===== src/sv/q31pid_pkg.sv =====
// ----------------------------------------------------------------------------
// q31pid_pkg
// Shared types, register codes and Q31 saturating arithmetic for the PID unit.
// ----------------------------------------------------------------------------
package q31pid_pkg;

  localparam int GAIN_CNT  = 3;
  localparam int GAIN_P    = 0;
  localparam int GAIN_I    = 1;
  localparam int GAIN_D    = 2;
  localparam int CFG_IDX_W = 3;

  localparam logic signed [31:0] Q31_MAX = 32'sh7fff_ffff;
  localparam logic signed [31:0] Q31_MIN = 32'sh8000_0000;

  typedef enum logic [CFG_IDX_W-1:0] {
    REG_PROP_FRAC   = 3'd0,
    REG_PROP_SHIFT  = 3'd1,
    REG_INTEG_FRAC  = 3'd2,
    REG_INTEG_SHIFT = 3'd3,
    REG_DERIV_FRAC  = 3'd4,
    REG_DERIV_SHIFT = 3'd5
  } reg_idx_t;

  typedef struct packed {
    logic signed [31:0] frac;
    logic signed [5:0]  shift;
  } gain_t;

  typedef gain_t [GAIN_CNT-1:0] gain_set_t;

  function automatic logic signed [31:0] sat33(input logic signed [32:0] v);
    logic signed [31:0] res;
    if (v[32] != v[31]) begin
      res = v[32] ? Q31_MIN : Q31_MAX;
    end else begin
      res = v[31:0];
    end
    return res;
  endfunction

  function automatic logic signed [31:0] sat_add(input logic signed [31:0] a,
                                                 input logic signed [31:0] b);
    logic signed [32:0] s;
    s = {a[31], a} + {b[31], b};
    return sat33(s);
  endfunction

  function automatic logic signed [31:0] sat_sub(input logic signed [31:0] a,
                                                 input logic signed [31:0] b);
    logic signed [32:0] s;
    s = {a[31], a} - {b[31], b};
    return sat33(s);
  endfunction

  // Applies 2^(shift+1) to the high half of the gain product.
  function automatic logic signed [31:0] scale_shift(input logic signed [31:0] p,
                                                     input logic signed [5:0]  s);
    logic signed [6:0]  k;
    logic signed [64:0] wide;
    logic [5:0]         rsh;
    logic [33:0]        hi;
    logic signed [31:0] res;
    k    = $signed({s[5], s}) + 7'sd1;
    wide = $signed({{33{p[31]}}, p}) <<< k[5:0];
    rsh  = (~k[5:0]) + 6'd1;
    hi   = wide[64:31];
    if (!k[6]) begin
      if ((&hi) || !(|hi)) begin
        res = wide[31:0];
      end else begin
        res = wide[64] ? Q31_MIN : Q31_MAX;
      end
    end else begin
      res = p >>> rsh;
    end
    return res;
  endfunction

endpackage


===== src/sv/q31pid_scale.sv =====
// ----------------------------------------------------------------------------
// q31pid_scale
// Two-stage gain unit: registered 32x32 product high half, then registered
// power-of-two shift with Q31 saturation.
// ----------------------------------------------------------------------------
module q31pid_scale import q31pid_pkg::*; (
  input  logic               clk,
  input  logic               en_mul,
  input  logic               en_shf,
  input  logic signed [31:0] x,
  input  gain_t              gain,
  output logic signed [31:0] y
);

  logic signed [63:0] prod;
  logic signed [31:0] prod_r;
  logic signed [5:0]  shift_r;
  logic signed [31:0] y_r;

  assign prod = x * gain.frac;

  always_ff @(posedge clk) begin
    if (en_mul) begin
      prod_r  <= prod[63:32];
      shift_r <= gain.shift;
    end
    if (en_shf) begin
      y_r <= scale_shift(prod_r, shift_r);
    end
  end

  assign y = y_r;

endmodule


===== config.mk =====
export PLATFORM = sky130hd
export DESIGN_NAME = q31pid_scale
export DESIGN_NICKNAME = d
export VERILOG_FILES = /design/src/sv/q31pid_pkg.sv /design/src/sv/q31pid_scale.sv
export SDC_FILE = /design/constraint.sdc
export NUM_CORES = 2
export LEC_CHECK = 0
export ABC_AREA = 1
export BUFFER_PORTS_ARGS = -buffer_cell sky130_fd_sc_hd__buf_4
export CAP_MARGIN = 40
export CELL_PAD_IN_SITES_DETAIL_PLACEMENT = 1
export CELL_PAD_IN_SITES_GLOBAL_PLACEMENT = 1
export CORE_AREA = 2 2 255 509
export DETAILED_ROUTE_END_ITERATION = 12
export DIE_AREA = 0 0 257 511
export HOLD_SLACK_MARGIN = 0.02
export PLACE_DENSITY = 0.63
export SYNTH_ARGS = -nofsm -noshare
export SYNTH_HDL_FRONTEND = slang
export SYNTH_SLANG_ARGS = --single-unit

===== constraint.sdc =====
create_clock -name clk -period 12.17 [get_ports clk]
set_input_delay 1.217 -clock clk [delete_from_list [all_inputs] [get_ports clk]]
set_output_delay 1.217 -clock clk [all_outputs]
set_load 0.05 [all_outputs]

==> impl_metrics.toml <==
[yosys]
synth.most_common_cell = "nand2_1"
yosysTopAreaCell = "fa_1"
yosys_warnings = 0
synth_cells = 5802
synth.net_count = 7137
ys_top_cells_by_area = "fa_1 (49%), nand2_1 (14%), inv_1 (13%), ha_1 (5.1%), edfxtp_1 (4.7%)"
syn_area_mm2 = 0.0443
synth_top_flop_cell = "edfxtp_1"
synth_top_area_share_pct = 48.8
synth_common_cells = "nand2_1 (1708), inv_1 (1569), fa_1 (1081)"
yosys_register_bits = 70
yosysUniqueCellTypes = 51
syn_avg_cell_area_um2 = 7.64
yosysSeqAreaShare_pct = 4.74
async_flop_share_pct = 0
synth_edf_count = 70

[routing]
drc = 0
wl_met3_um = 6080
detail_route.wl_per_cell_um = 22.2
drt_pass1_iterations = 5
drtIter0Drc = 2163
routed_via_density = 5.02
num_vias = 36900
wl_met1_um = 71000
highest_layer = "met5"
final_antenna_net_count = 0
wl_met2_um = 81500
postRouteWirelength_um = 164000

[setup_path]
startpoint = "gain[14]"
cp_max_fo = 32
r2r-start = "shift_r[0]$_DFFE_PP_"
crit_path_start_kind = "input port"
end_kind = "flop"
required_ns = 12.25
r2r_slack_ns = 6.80
ff2ff_path_depth = 21
r2r_end = "y[12]$_DFFE_PP_"
cp-endpoint = "prod_r[31]$_DFFE_PP_"
critPathArrivalTime_ns = 9.08
crit_type = "in2reg"

[die]
row_count = 186
dieArea_mm2 = 0.131
dieHeight_um = 511
die_w_um = 257
coreArea_mm2 = 0.128
start_util_pct = 34.7
ioPinCount = 105

[timing]
fin_crit_ns = 8.99
setup_violations = 0
slew_viol_final = 0
rsz0062_at_grt = "false"
setup_tns_ns = 0
fin_crit_sh_pct = 73.9
clock_skew_ns = 0.0117
hold_viol = 0
tightest_slew_ns = 0.820
slew_headroom_pct = 45.3
max_freq_ghz = 0.111
setup_slack_ns = 3.18

[cts]
cts_setup_buffers = 0
post_cts_resized = 0
cts_tree = "yes"
cts_buffers = 9
clk_path_buf_depth = 2
insertion_delay_ns = 0.36
ctsHtreeMaxLevel = 3
clkTransAtPathRegs_ns = 0.06
hold_buffers = 0
cts.sinks = 70
clockRootBuffer = "clkbuf_16"

[grt]
grt_max_degree = 82
grt_pass1_vias = 43000
overflow = 0
antenna_found_initial = 2
grt_pass1_wl_um = 258000
grt_usage_pct = 25.6

[place]
io_buffers = 104
hpwlAfterDp_um = 129000
place_congestion = 0.905
dpl_worst_slack_ns = 2.83
placed_cell_area_mm2 = 0.0462

[finish]
finalNetCount = 6990
area_delta_synth_final_pct = 4.94
final_cell_area_mm2 = 0.0465
drive_gt1_share_pct = 2.97

[flow_run]
cap_violations = 0

[run_status]
outcome = "completed"

[min_path]
hold_class = "in2reg"
==> placed cells by master, fill, tap and decap left out, drive strengths merged, types with 14 or more instances in the layout <==
| cell | n |
|---|---|
| o211ai | 14 |
| fa | 1081 |
| edfxtp | 70 |
| a21oi | 113 |
| o21ai | 105 |
| nand2 | 1713 |
| nand4 | 17 |
| a31oi | 27 |
| inv | 1579 |
| nand3 | 316 |
| nor2 | 177 |
| xor2 | 33 |
| ha | 181 |
| xnor2 | 20 |
| buf | 124 |
==> metrics by stage <==
step                      util [%]  hold WS (ns)  cells
final                         36.4          1.04   7353
after global routing          36.4          1.03   7352
after CTS                     36.4          1.02   7351
after detailed placement      36.2          1.02   7335
after global placement        36.1          1.03   7333
after floorplan                  -         0.694   5802
==> worst min path at each step <==
stage	start	endpoint	slack (ns)	depth (start not counted)
4_1_cts	gain[4]	shift_r[4]$_DFFE_PP_	1.02	1
3_3_place_gp	prod_r[0]$_DFFE_PP_	y[0]$_DFFE_PP_	1.03	4
5_1_grt	gain[4]	shift_r[4]$_DFFE_PP_	1.03	1
6_report	gain[4]	shift_r[4]$_DFFE_PP_	1.04	1
2_1_floorplan	prod_r[0]$_DFFE_PP_	y[0]$_DFFE_PP_	0.69	4
3_5_place_dp	prod_r[0]$_DFFE_PP_	y[0]$_DFFE_PP_	1.02	4
==> sequential cells by signal, indices dropped and copies added (netlist names) <==
| register | cells |
|---|---|
| shift_r | 6 |
| y | 32 |
| prod_r | 32 |
==> metal layers <==
metal | vias up | GRT usage [%]
met5 | - | 0
met4 | 2 | 7.13
met3 | 249 | 2.08
met2 | 833 | 44.6
met1 | 19500 | 33.9
li1 | 16300 | -
==> critical path, cell delays in order <==
cell and delay, ns:
buf_4 0.52, nand2_1 0.27, fa_1 0.69, fa_1 1.00
fa_1 0.56, fa_1 0.53, inv_1 0.06, fa_1 0.62
fa_1 0.46, fa_1 0.53, fa_1 0.44, ha_1 0.38
nand2_1 0.14, inv_1 0.05, a21oi_1 0.29, a21boi_0 0.48
o21ai_0 0.27, nand3_1 0.13, o2111ai_1 0.11, a21oi_1 0.17
xor2_1 0.09
==> final cells by class <==
type                       count  area [um2]
fill                       15700       81200
multi-input combinational   3870       35100
inverter                    1580        5930
tap                         1692        2120
sequential                    70        2100
timing repair buffer         124         941
clock buffer                   9         225
clock inverter                 7        97.6
antenna                        1        2.50
==> logic make-up (layout without fill, tap and decap cells) <==
| logic type | Yosys count | count (layout) | synth area share, % |
|---|---|---|---|
| and+or+nand+nor | 2253 | 2253 | 20.3 |
| buffers and inverters | 1862 | 1720 | 16.1 |
| adders and majority gates | 1262 | 1262 | 53.9 |
| AOI/OAI and AO/OA | 300 | 300 | 3.80 |
| DFF | 70 | 70 | 4.74 |
| xor gates and xnor gates | 53 | 53 | 1.09 |
| muxes | 2 | 2 | 0.0452 |
| other | 0 | 1 | 0 |
Power is not shown: default switching activity piles up to over one toggle a cycle in this logic, so the estimate is an artifact.
