--- config.mk ---
export PLATFORM = sky130hd
export DESIGN_NAME = q31pid_cfg
export DESIGN_NICKNAME = d
export VERILOG_FILES = /design/src/sv/q31pid_pkg.sv /design/src/sv/q31pid_cfg.sv
export SDC_FILE = /design/constraint.sdc
export NUM_CORES = 1
export LEC_CHECK = 0
export ABC_AREA = 1
export BUFFER_PORTS_ARGS = -buffer_cell sky130_fd_sc_hd__buf_4
export CORE_UTILIZATION = 42
export DETAILED_ROUTE_END_ITERATION = 12
export HOLD_SLACK_MARGIN = 0.15
export PLACE_DENSITY = 0.65
export SYNTH_ARGS = -nofsm -noshare
export SYNTH_HDL_FRONTEND = slang
export SYNTH_SLANG_ARGS = --single-unit
--- constraint.sdc ---
create_clock -name clk -period 1.1 [get_ports clk]
set_clock_uncertainty 0.05 [all_clocks]
set_input_delay 0.11 -clock clk [delete_from_list [all_inputs] [get_ports clk]]
set_output_delay 0.11 -clock clk [all_outputs]
set_load 0.02 [all_outputs]
--- src/sv/q31pid_pkg.sv ---
// ----------------------------------------------------------------------------
// q31pid_pkg
// Shared types, register codes and Q31 saturating arithmetic for the PID unit.
// ----------------------------------------------------------------------------
package q31pid_pkg;

  localparam int GAIN_CNT  = 3;
  localparam int GAIN_P    = 0;
  localparam int GAIN_I    = 1;
  localparam int GAIN_D    = 2;
  localparam int CFG_IDX_W = 3;

  localparam logic signed [31:0] Q31_MAX = 32'sh7fff_ffff;
  localparam logic signed [31:0] Q31_MIN = 32'sh8000_0000;

  typedef enum logic [CFG_IDX_W-1:0] {
    REG_PROP_FRAC   = 3'd0,
    REG_PROP_SHIFT  = 3'd1,
    REG_INTEG_FRAC  = 3'd2,
    REG_INTEG_SHIFT = 3'd3,
    REG_DERIV_FRAC  = 3'd4,
    REG_DERIV_SHIFT = 3'd5
  } reg_idx_t;

  typedef struct packed {
    logic signed [31:0] frac;
    logic signed [5:0]  shift;
  } gain_t;

  typedef gain_t [GAIN_CNT-1:0] gain_set_t;

  function automatic logic signed [31:0] sat33(input logic signed [32:0] v);
    logic signed [31:0] res;
    if (v[32] != v[31]) begin
      res = v[32] ? Q31_MIN : Q31_MAX;
    end else begin
      res = v[31:0];
    end
    return res;
  endfunction

  function automatic logic signed [31:0] sat_add(input logic signed [31:0] a,
                                                 input logic signed [31:0] b);
    logic signed [32:0] s;
    s = {a[31], a} + {b[31], b};
    return sat33(s);
  endfunction

  function automatic logic signed [31:0] sat_sub(input logic signed [31:0] a,
                                                 input logic signed [31:0] b);
    logic signed [32:0] s;
    s = {a[31], a} - {b[31], b};
    return sat33(s);
  endfunction

  // Applies 2^(shift+1) to the high half of the gain product.
  function automatic logic signed [31:0] scale_shift(input logic signed [31:0] p,
                                                     input logic signed [5:0]  s);
    logic signed [6:0]  k;
    logic signed [64:0] wide;
    logic [5:0]         rsh;
    logic [33:0]        hi;
    logic signed [31:0] res;
    k    = $signed({s[5], s}) + 7'sd1;
    wide = $signed({{33{p[31]}}, p}) <<< k[5:0];
    rsh  = (~k[5:0]) + 6'd1;
    hi   = wide[64:31];
    if (!k[6]) begin
      if ((&hi) || !(|hi)) begin
        res = wide[31:0];
      end else begin
        res = wide[64] ? Q31_MIN : Q31_MAX;
      end
    end else begin
      res = p >>> rsh;
    end
    return res;
  endfunction

endpackage

--- src/sv/q31pid_cfg.sv ---
// ----------------------------------------------------------------------------
// q31pid_cfg
// Gain register file: fraction and shift for each of the three terms.
// ----------------------------------------------------------------------------
module q31pid_cfg import q31pid_pkg::*; (
  input  logic                 clk,
  input  logic                 rst_n,
  input  logic                 wr_en,
  input  logic [CFG_IDX_W-1:0] wr_index,
  input  logic [31:0]          wr_data,
  output gain_set_t            gains
);

  gain_set_t gains_r, gains_nxt;

  always_comb begin
    gains_nxt = gains_r;
    if (wr_en) begin
      case (wr_index)
        REG_PROP_FRAC:   gains_nxt[GAIN_P].frac  = wr_data;
        REG_PROP_SHIFT:  gains_nxt[GAIN_P].shift = wr_data[5:0];
        REG_INTEG_FRAC:  gains_nxt[GAIN_I].frac  = wr_data;
        REG_INTEG_SHIFT: gains_nxt[GAIN_I].shift = wr_data[5:0];
        REG_DERIV_FRAC:  gains_nxt[GAIN_D].frac  = wr_data;
        REG_DERIV_SHIFT: gains_nxt[GAIN_D].shift = wr_data[5:0];
        default:         gains_nxt = gains_r;
      endcase
    end
  end

  always_ff @(posedge clk) begin
    if (!rst_n) begin
      gains_r <= '0;
    end else begin
      gains_r <= gains_nxt;
    end
  end

  assign gains = gains_r;

endmodule

==> results.yml, run 1 <==
status:
  outcome: "complete, but fails checks"
  failed_checks: "negative setup slack"
pwr:
  p_leak_nw: 3.73
  totalPowerFinal_w: 0.0116
  cellPowerDensity_mw_per_mm2: 1450
  ir_drop_v: 0.000893
synth:
  synth_top_family_by_area: "simple AND/OR/NAND/NOR gates"
  synthMuxAreaShare: 0
  synthAdderAreaFrac: 0
  synth-simple-area-share: 0.423
  ys_ff_latch: 114
  netlist_instances: 668
  seq_area_frac_synth: 0.499
  synth-xor-area-share: 0
  ys_types: 12
  yosys_warnings: 0
  synth_area_per_cell_um2: 6.85
  syn_area_mm2: 0.00457
  synth_nets: 706
  synth_compound_area_frac: 0
timing:
  hold_violations: 0
  tightest_slew_ns: 0.285
  timing.final.crit_share: 1.04
  max_freq_mhz: 873
  relSlewSlack: 0.810
  final-setup-viol-count: 114
  worst_slack_ns: -0.0457
  slew_viol_final: 0
  min_period_ns: 1.15
  rsz0062_at_grt: "yes"
grt:
  grt_overflow: 0
  grt_util_all_layers: 0.262
  grt_pass1_wl_mm: 23.1
  grt_pass1_vias: 4716
  grt_max_degree: 51
  antenna_found_initial: 0
clock_network:
  clockBufferDepth: 2
  cts.sink_count: 114
  clk_latency_ns: 0.50
  cts_hold_buf: 41
  cts_buffers: 17
  clk_pin_slew_ns: 0.06
  cts_max_level: 4
  clockRootBuffer: "clkbuf_8"
  tritoncts: "built"
cells_and_area:
  fin_nets: 922
  fill_cells: 753
  area_growth_syn_to_layout_pct: 74.3
  final_util: 0.762
  largest_reg_flops: 114
  diodes: 0
  fin_cells: 1033
  layout-drive-gt1-share: 0.400
setup_path:
  crit_chain: "buf_6"
  critPathBufInv: 1
  end_kind: "primary output"
  crit_slowest_cell: "dfxtp_2"
  cp.arrival_ns: 0.99
  path_delay_family: "flip-flops"
  critical_path_class: "reg -> out"
  critPathLaunchType: "flop"
  cp_max_fo: 2
  required_ns: 0.94
  r2r_start: "gains[22]"
  crit_start: "gains[26]"
  worst_path_largest_cell_delay_ns: 0.36
routing:
  wl_per_cell_um: 15.3
  met3_length_mm: 1.17
  drtIter0Drc: 216
  drc_errors: 0
  viasPerCell: 4.92
  vias: 5084
  wl_met1_mm: 6.37
  top_layer: "met4"
  wl_met2_mm: 8.02
  firstDrtPassIters: 4
  wirelength_mm: 15.8
  drtAntennaViolNets: 0
placement:
  place_congestion: 0.798
  hpwl_mm: 8.76
  port_buffers: 151
  place_ws_ns: -0.00424
  dp.cells: 935
floorplanning:
  die_height_um: 106
  dieArea_mm2: 0.0113
  start_util: 0.437
  ios: 152
  coreArea_mm2: 0.0105
  die_w_um: 106
  num_rows: 37
min_path:
  hp-start: "wr_index[2]"
  hp-class: "in -> reg"
flow_run:
  cap_violations: 0
layout make-up:
| type | instances | area, um2 | area share |
|---|---|---|---|
| Tap cell | 136 | 170 | 0.0213 |
| Clock buffer | 21 | 449 | 0.0563 |
| Multi-Input combinational cell | 472 | 1970 | 0.247 |
| Clock inverter | 11 | 153 | 0.0191 |
| Inverter | 38 | 143 | 0.0179 |
| Sequential cell | 114 | 2420 | 0.304 |
| Timing Repair Buffer | 241 | 2670 | 0.335 |
cells in the mapped netlist:
library cell | n | area share
buf_1 | 5 | 0.0041
buf_2 | 28 | 0.031
buf_4 | 4 | 0.0066
clkbuf_1 | 7 | 0.0057
dfxtp_1 | 114 | 0.50
inv_1 | 35 | 0.029
inv_2 | 3 | 0.0025
nand2_1 | 120 | 0.098
nand3_1 | 114 | 0.12
nor2_1 | 232 | 0.19
nor2_2 | 5 | 0.0068
nor2_4 | 1 | 0.0025
metrics by stage:
| step | hold WS, ns | TNS [ns] | instance area, um2 |
|---|---|---|---|
| floorplan | 0.295 | 0 | 4570 |
| global placement | 0.408 | 0 | 5950 |
| detailed placement | 0.417 | -0.00765 | 5950 |
| CTS | 0.159 | -6.23 | 7590 |
| global route | 0.0864 | -7.14 | 7970 |
| finish | 0.0520 | -2.16 | 7970 |
layer usage:
layer / up-vias / GRT usage
met5: - / 0
met4: 0 / 0.0913
met3: 22 / 0.0779
met2: 214 / 0.451
met1: 2346 / 0.308
li1: 2502 / -
layout by cell type (no fill, tap or decap):
master	Yosys	layout
buf_12	0	10
buf_4	4	60
buf_6	0	122
buf_8	0	1
bufinv_16	0	3
clkbuf_1	7	2
clkbuf_16	0	25
clkbuf_8	0	3
clkinv_2	0	1
clkinv_4	0	2
clkinvlp_4	0	3
dfxtp_2	0	114
dlygate4sd3_1	0	34
dlymetal6s4s_1	0	5
inv_1	35	34
inv_2	3	4
inv_6	0	2
nand2_1	120	117
nand2_2	0	3
nand3_1	114	114
nor2_1	232	232
nor2_4	1	6
worst paths after layout:
check,cells past startpoint,slack [ns],end
max reg2reg,4,0.20,gains[22]
min,6,0.05,gains[63]
min reg2reg,2,0.43,gains[16]
max,1,-0.05,gains[26]
kinds of logic after synthesis:
family	after synthesis
buffers and inverters	82
DFF	114
and+or+nand+nor	472
repair_timing:
| item | in CTS | in global routing |
|---|---|---|
| cloned | 0 | 9 |
| resized for setup | 228 | 23 |
| hold endpoints to repair | 114 | 19 |
| pin swaps | 0 | 6 |
| endpoints found under the setup margin | 114 | 216 |
| setup buffers | 8 | 10 |
power breakdown:
part / internal (W) / switching [W] / total [W]
registers: 0.00431 / 0.000114 / 0.00442
logic: 0.000798 / 0.000844 / 0.00164
clock network: 0.00359 / 0.00194 / 0.00553
total: 0.00869 / 0.00290 / 0.0116
(Power assumes the default switching activity.)
==> inputs of run 2 (changes only) <==
--- a/config.mk
+++ b/config.mk
@@ -10,7 +10,7 @@
 export CORE_UTILIZATION = 42
 export DETAILED_ROUTE_END_ITERATION = 12
 export HOLD_SLACK_MARGIN = 0.15
-export PLACE_DENSITY = 0.65
+export PLACE_DENSITY = 0.68
 export SYNTH_ARGS = -nofsm -noshare
 export SYNTH_HDL_FRONTEND = slang
 export SYNTH_SLANG_ARGS = --single-unit
==> constraint.sdc (replaced) <==
create_clock -name clk -period 1 [get_ports clk]
set_clock_uncertainty 0.05 [all_clocks]
set_input_delay 0.1 -clock clk [delete_from_list [all_inputs] [get_ports clk]]
set_output_delay 0.1 -clock clk [all_outputs]
set_load 0.02 [all_outputs]
==> results.yml, run 2 (synthesis results as in run 1) <==
status:
  outcome: "complete, but fails checks"
  failed_checks: "negative setup slack"
floorplanning:
  num_rows: 37
  die_height_um: 106
  start_util: 0.437
  coreArea_mm2: 0.0105
  dieArea_mm2: 0.0113
  die_w_um: 106
  ios: 152
timing:
  max_freq_mhz: 887
  min_period_ns: 1.13
  whs_ns: 0.0733
  final-setup-viol-count: 114
  relSlewSlack: 0.805
  timing.final.crit_share: 1.13
  tightest_slew_ns: 0.293
  hold_violations: 0
  worst_slack_ns: -0.128
  slew_viol_final: 0
  rsz0062_at_grt: "yes"
  setup-tns-final_ns: -11.53
grt:
  grt_util_all_layers: 0.264
  antenna_found_initial: 0
  grt_overflow: 0
  grt_max_degree: 45
  grt_pass1_vias: 4773
  grt_pass1_wl_mm: 23.3
routing:
  vias: 4979
  drtAntennaViolNets: 0
  drtIter0Drc: 212
  viasPerCell: 4.92
  wl_per_cell_um: 14.3
  drc_errors: 0
  firstDrtPassIters: 5
  wirelength_mm: 14.4
setup_path:
  critical_path_class: "reg -> out"
  crit_chain: "buf_6"
  required_ns: 0.85
  critPathBufInv: 1
  crit_slowest_cell: "dfxtp_2"
  cp.arrival_ns: 0.98
  cp_num_cells: 1
  r2r_cells: 3
  end_kind: "primary output"
  critPathLaunchType: "flop"
  cp_max_fo: 2
  path_delay_family: "flip-flops"
  worst_path_largest_cell_delay_ns: 0.35
pwr:
  ir_drop_v: 0.000914
  p_leak_nw: 3.51
  cellPowerDensity_mw_per_mm2: 1630
cells_and_area:
  final_cell_mix: "nor2_1 (230), nand2_1 (120), buf_6 (116)"
  area_growth_syn_to_layout_pct: 64.5
  largest_reg_flops: 114
  diodes: 0
  fin_cells: 1012
  layout-drive-gt1-share: 0.386
  fin_nets: 903
  final_common_cell: "nor2_1"
  fill_cells: 807
  final_util: 0.719
clock_network:
  clockBufferDepth: 2
  cts_max_level: 4
  cts.sink_count: 114
  tritoncts: "built"
  clk_pin_slew_ns: 0.05
  cts_hold_buf: 37
  clockRootBuffer: "clkbuf_8"
  clk_latency_ns: 0.50
  cts_buffers: 17
min_path:
  holdPathStages: 5
  hp-class: "in -> reg"
placement:
  place_congestion: 0.790
  port_buffers: 151
  hpwl_mm: 8.87
  dp.cells: 935
flow_run:
  cap_violations: 0
-- run 2: where the power goes --
group | leakage (nW) | switching [W] | internal [W]
Combinational | 2.24 | 0.000879 | 0.000763
Sequential | 0.980 | 0.000123 | 0.00474
Clock | 0.284 | 0.00191 | 0.00383
-- run 2: metal layers --
| metal | track usage | up-vias | routed length (um) |
|---|---|---|---|
| li1 | - | 2454 | - |
| met1 | 0.305 | 2306 | 5910 |
| met2 | 0.459 | 201 | 7270 |
| met3 | 0.0858 | 18 | 1070 |
| met4 | 0.0833 | 0 | 198 |
| met5 | 0 | - | 0 |
-- run 2: worst paths after layout --
path	from	to	slack [ns]
hold / removal	wr_index[1]	gains[39]	0.07
setup / recovery	gains[101]	gains[101]	-0.13
hold reg to reg	gains[10]	gains[10]	0.43
setup reg to reg	gains[73]	gains[73]	0.19
-- run 2: area by class of cell --
type / count / area (um2) / share of cell area
Clock buffer: 25 / 494 / 0.0657
Clock inverter: 5 / 75.1 / 0.00998
Inverter: 38 / 143 / 0.0190
Multi-Input combinational cell: 472 / 1950 / 0.259
Sequential cell: 114 / 2430 / 0.323
Tap cell: 136 / 170 / 0.0226
Timing Repair Buffer: 222 / 2270 / 0.301
-- run 2: stage by stage --
step / area (um2) / power [W] / worst slack [ns]
after detailed placement: 5920 / 0.00627 / -0.0982
after CTS: 7470 / 0.0123 / -0.149
final: 7530 / 0.0122 / -0.128
after floorplan: 4570 / 0.00568 / 0.0782
after global placement: 5920 / 0.00625 / -0.0751
after global routing: 7530 / 0.0127 / -0.171
-- run 2: worst min-delay path, delay by kind of cell --
| family | cells | cell delay (ns) |
|---|---|---|
| and+or+nand+nor | 4 | 0.35 |
| buffers and inverters | 1 | 0.14 |
-- run 2: repair_timing --
| item | in CTS | in global routing |
|---|---|---|
| endpoints found under the hold margin | 114 | 48 |
| cloned | 0 | 0 |
| pin swaps | 0 | 1 |
| gates resized for setup | 228 | 6 |
| setup buffers | 5 | 6 |
| endpoints found under the setup margin | 114 | 126 |
==> inputs of run 3 (changes only) <==
--- a/config.mk
+++ b/config.mk
@@ -7,10 +7,11 @@
 export LEC_CHECK = 0
 export ABC_AREA = 1
 export BUFFER_PORTS_ARGS = -buffer_cell sky130_fd_sc_hd__buf_4
-export CORE_UTILIZATION = 42
+export CORE_UTILIZATION = 45
 export DETAILED_ROUTE_END_ITERATION = 12
 export HOLD_SLACK_MARGIN = 0.15
-export PLACE_DENSITY = 0.68
+export PLACE_DENSITY = 0.72
+export SKIP_LAST_GASP = 1
 export SYNTH_ARGS = -nofsm -noshare
 export SYNTH_HDL_FRONTEND = slang
 export SYNTH_SLANG_ARGS = --single-unit
==> constraint.sdc (replaced) <==
create_clock -name clk -period 1 [get_ports clk]
set_clock_uncertainty 0.05 [all_clocks]
set_input_delay 0.05 -clock clk [delete_from_list [all_inputs] [get_ports clk]]
set_output_delay 0.05 -clock clk [all_outputs]
set_load 0.02 [all_outputs]
==> results.yml, run 3 (synthesis results as in run 1) <==
floorplanning:
  die_w_um: 103
  dieArea_mm2: 0.0106
  ios: 152
  coreArea_mm2: 0.00982
  start_util: 0.466
  num_rows: 36
  die_height_um: 103
clock_network:
  clockBufferDepth: 2
  cts.sink_count: 114
  cts_hold_buf: 37
  cts_max_level: 4
  tritoncts: "built"
  clk_latency_ns: 0.51
  clk_pin_slew_ns: 0.06
  clockRootBuffer: "clkbuf_8"
  cts_buffers: 17
setup_path:
  r2r_setup_slack_ns: 0.15
  crit_chain: "buf_6"
  cp_num_cells: 1
  path_delay_family: "flip-flops"
  critPathLaunchType: "flop"
  critPathBufInv: 1
  timing.rr.end: "gains[62]"
  critical_path_class: "reg -> out"
  required_ns: 0.90
  crit_slowest_cell: "dfxtp_2"
  r2r_start: "gains[62]"
  r2r_cells: 4
  cp_max_fo: 2
  end_kind: "primary output"
  cp.arrival_ns: 0.98
  worst_path_largest_cell_delay_ns: 0.35
routing:
  firstDrtPassIters: 5
  drtAntennaViolNets: 0
  viasPerCell: 4.97
  drc_errors: 0
  wirelength_mm: 14.8
  vias: 5047
  wl_per_cell_um: 14.6
  drtIter0Drc: 158
min_path:
  hold_path_end: "gains[57]"
  hp-class: "in -> reg"
  hp-start: "wr_index[2]"
  holdPathStages: 6
pwr:
  clock_power_share: 0.461
  p_leak_nw: 3.53
  pwr-share-seq: 0.400
  totalPowerFinal_w: 0.0121
  p_sw_w: 0.00319
  netSwitchingFraction: 0.263
  cellPowerDensity_mw_per_mm2: 1590
  ir_drop_v: 0.000929
  pwr-share-comb: 0.139
  p_int_w: 0.00895
grt:
  grt_util_all_layers: 0.283
  grt_overflow: 0
  grt_pass1_wl_mm: 22.9
  antenna_found_initial: 0
  grt_pass1_vias: 4856
  grt_max_degree: 41
timing:
  whs_ns: 0.0542
  hold_violations: 0
  slew_viol_final: 0
  min_period_ns: 1.08
  final-setup-viol-count: 114
  max_freq_mhz: 930
  rsz0062_at_grt: "yes"
  relSlewSlack: 0.810
  setup-tns-final_ns: -6.26
  timing.final.crit_share: 1.08
  tightest_slew_ns: 0.284
  worst_slack_ns: -0.0755
cells_and_area:
  diodes: 0
  fin_cells: 1016
  fin_nets: 908
  layout-drive-gt1-share: 0.391
  final_cell_mix: "nor2_1 (232), nand2_1 (120), nand3_1 (114), dfxtp_2 (114), buf_6 (114)"
  final_common_cell: "nor2_1"
  largest_reg_flops: 114
  area_growth_syn_to_layout_pct: 66.5
status:
  outcome: "complete, but fails checks"
  failed_checks: "negative setup slack"
placement:
  hpwl_mm: 8.74
  place_congestion: 0.858
  port_buffers: 151
  dp.cells: 930
flow_run:
  cap_violations: 0
==> run 3: metrics by stage <==
step                worst slack [ns]  utilization  instance area, um2
floorplan                      0.128            -                4570
global placement             -0.0342        0.608                5970
detailed placement           -0.0746        0.608                5970
CTS                          -0.0900        0.767                7530
global route                  -0.108        0.776                7620
finish                       -0.0755        0.776                7620
==> run 3: how the worst max path moves through the flow <==
stage	from	end
finish	gains[12]	gains[12]
floorplan	rst_n	gains[0]
global placement	wr_index[1]	gains[104]
CTS	gains[55]	gains[55]
global route	gains[56]	gains[56]
detailed placement	wr_index[1]	gains[104]
==> run 3: power by group through the flow <==
stage               Sequential [W]  Combinational [W]  Clock [W]
floorplan                  0.00507           0.000609          0
finish                     0.00486            0.00169    0.00559
global route               0.00487            0.00183    0.00590
detailed placement         0.00489            0.00139          0
CTS                        0.00485            0.00162    0.00565
global placement           0.00489            0.00137          0
==> run 3: timing repair <==
| action | in CTS | in global routing |
|---|---|---|
| pin swaps | 0 | 1 |
| cloned | 0 | 1 |
| gates resized for setup | 228 | 3 |
| endpoints found under the hold margin | 114 | 99 |
| endpoints found under the setup margin | 114 | 146 |
| buffers inserted | 9 | 8 |
==> run 3: area by class of cell <==
class / instances / area, um2
Tap cell: 133 / 166
Multi-Input combinational cell: 472 / 1940
Clock inverter: 12 / 109
Timing Repair Buffer: 227 / 2380
Fill cell: 700 / 2200
Clock buffer: 20 / 445
Inverter: 38 / 143
Sequential cell: 114 / 2420
==> run 3: layer usage <==
| metal | vias up | routed length, um | global-route usage |
|---|---|---|---|
| li1 | 2462 | - | - |
| met1 | 2350 | 5740 | 0.312 |
| met2 | 195 | 7610 | 0.495 |
| met3 | 40 | 1000 | 0.0847 |
| met4 | 0 | 439 | 0.141 |
| met5 | - | 0 | 0 |
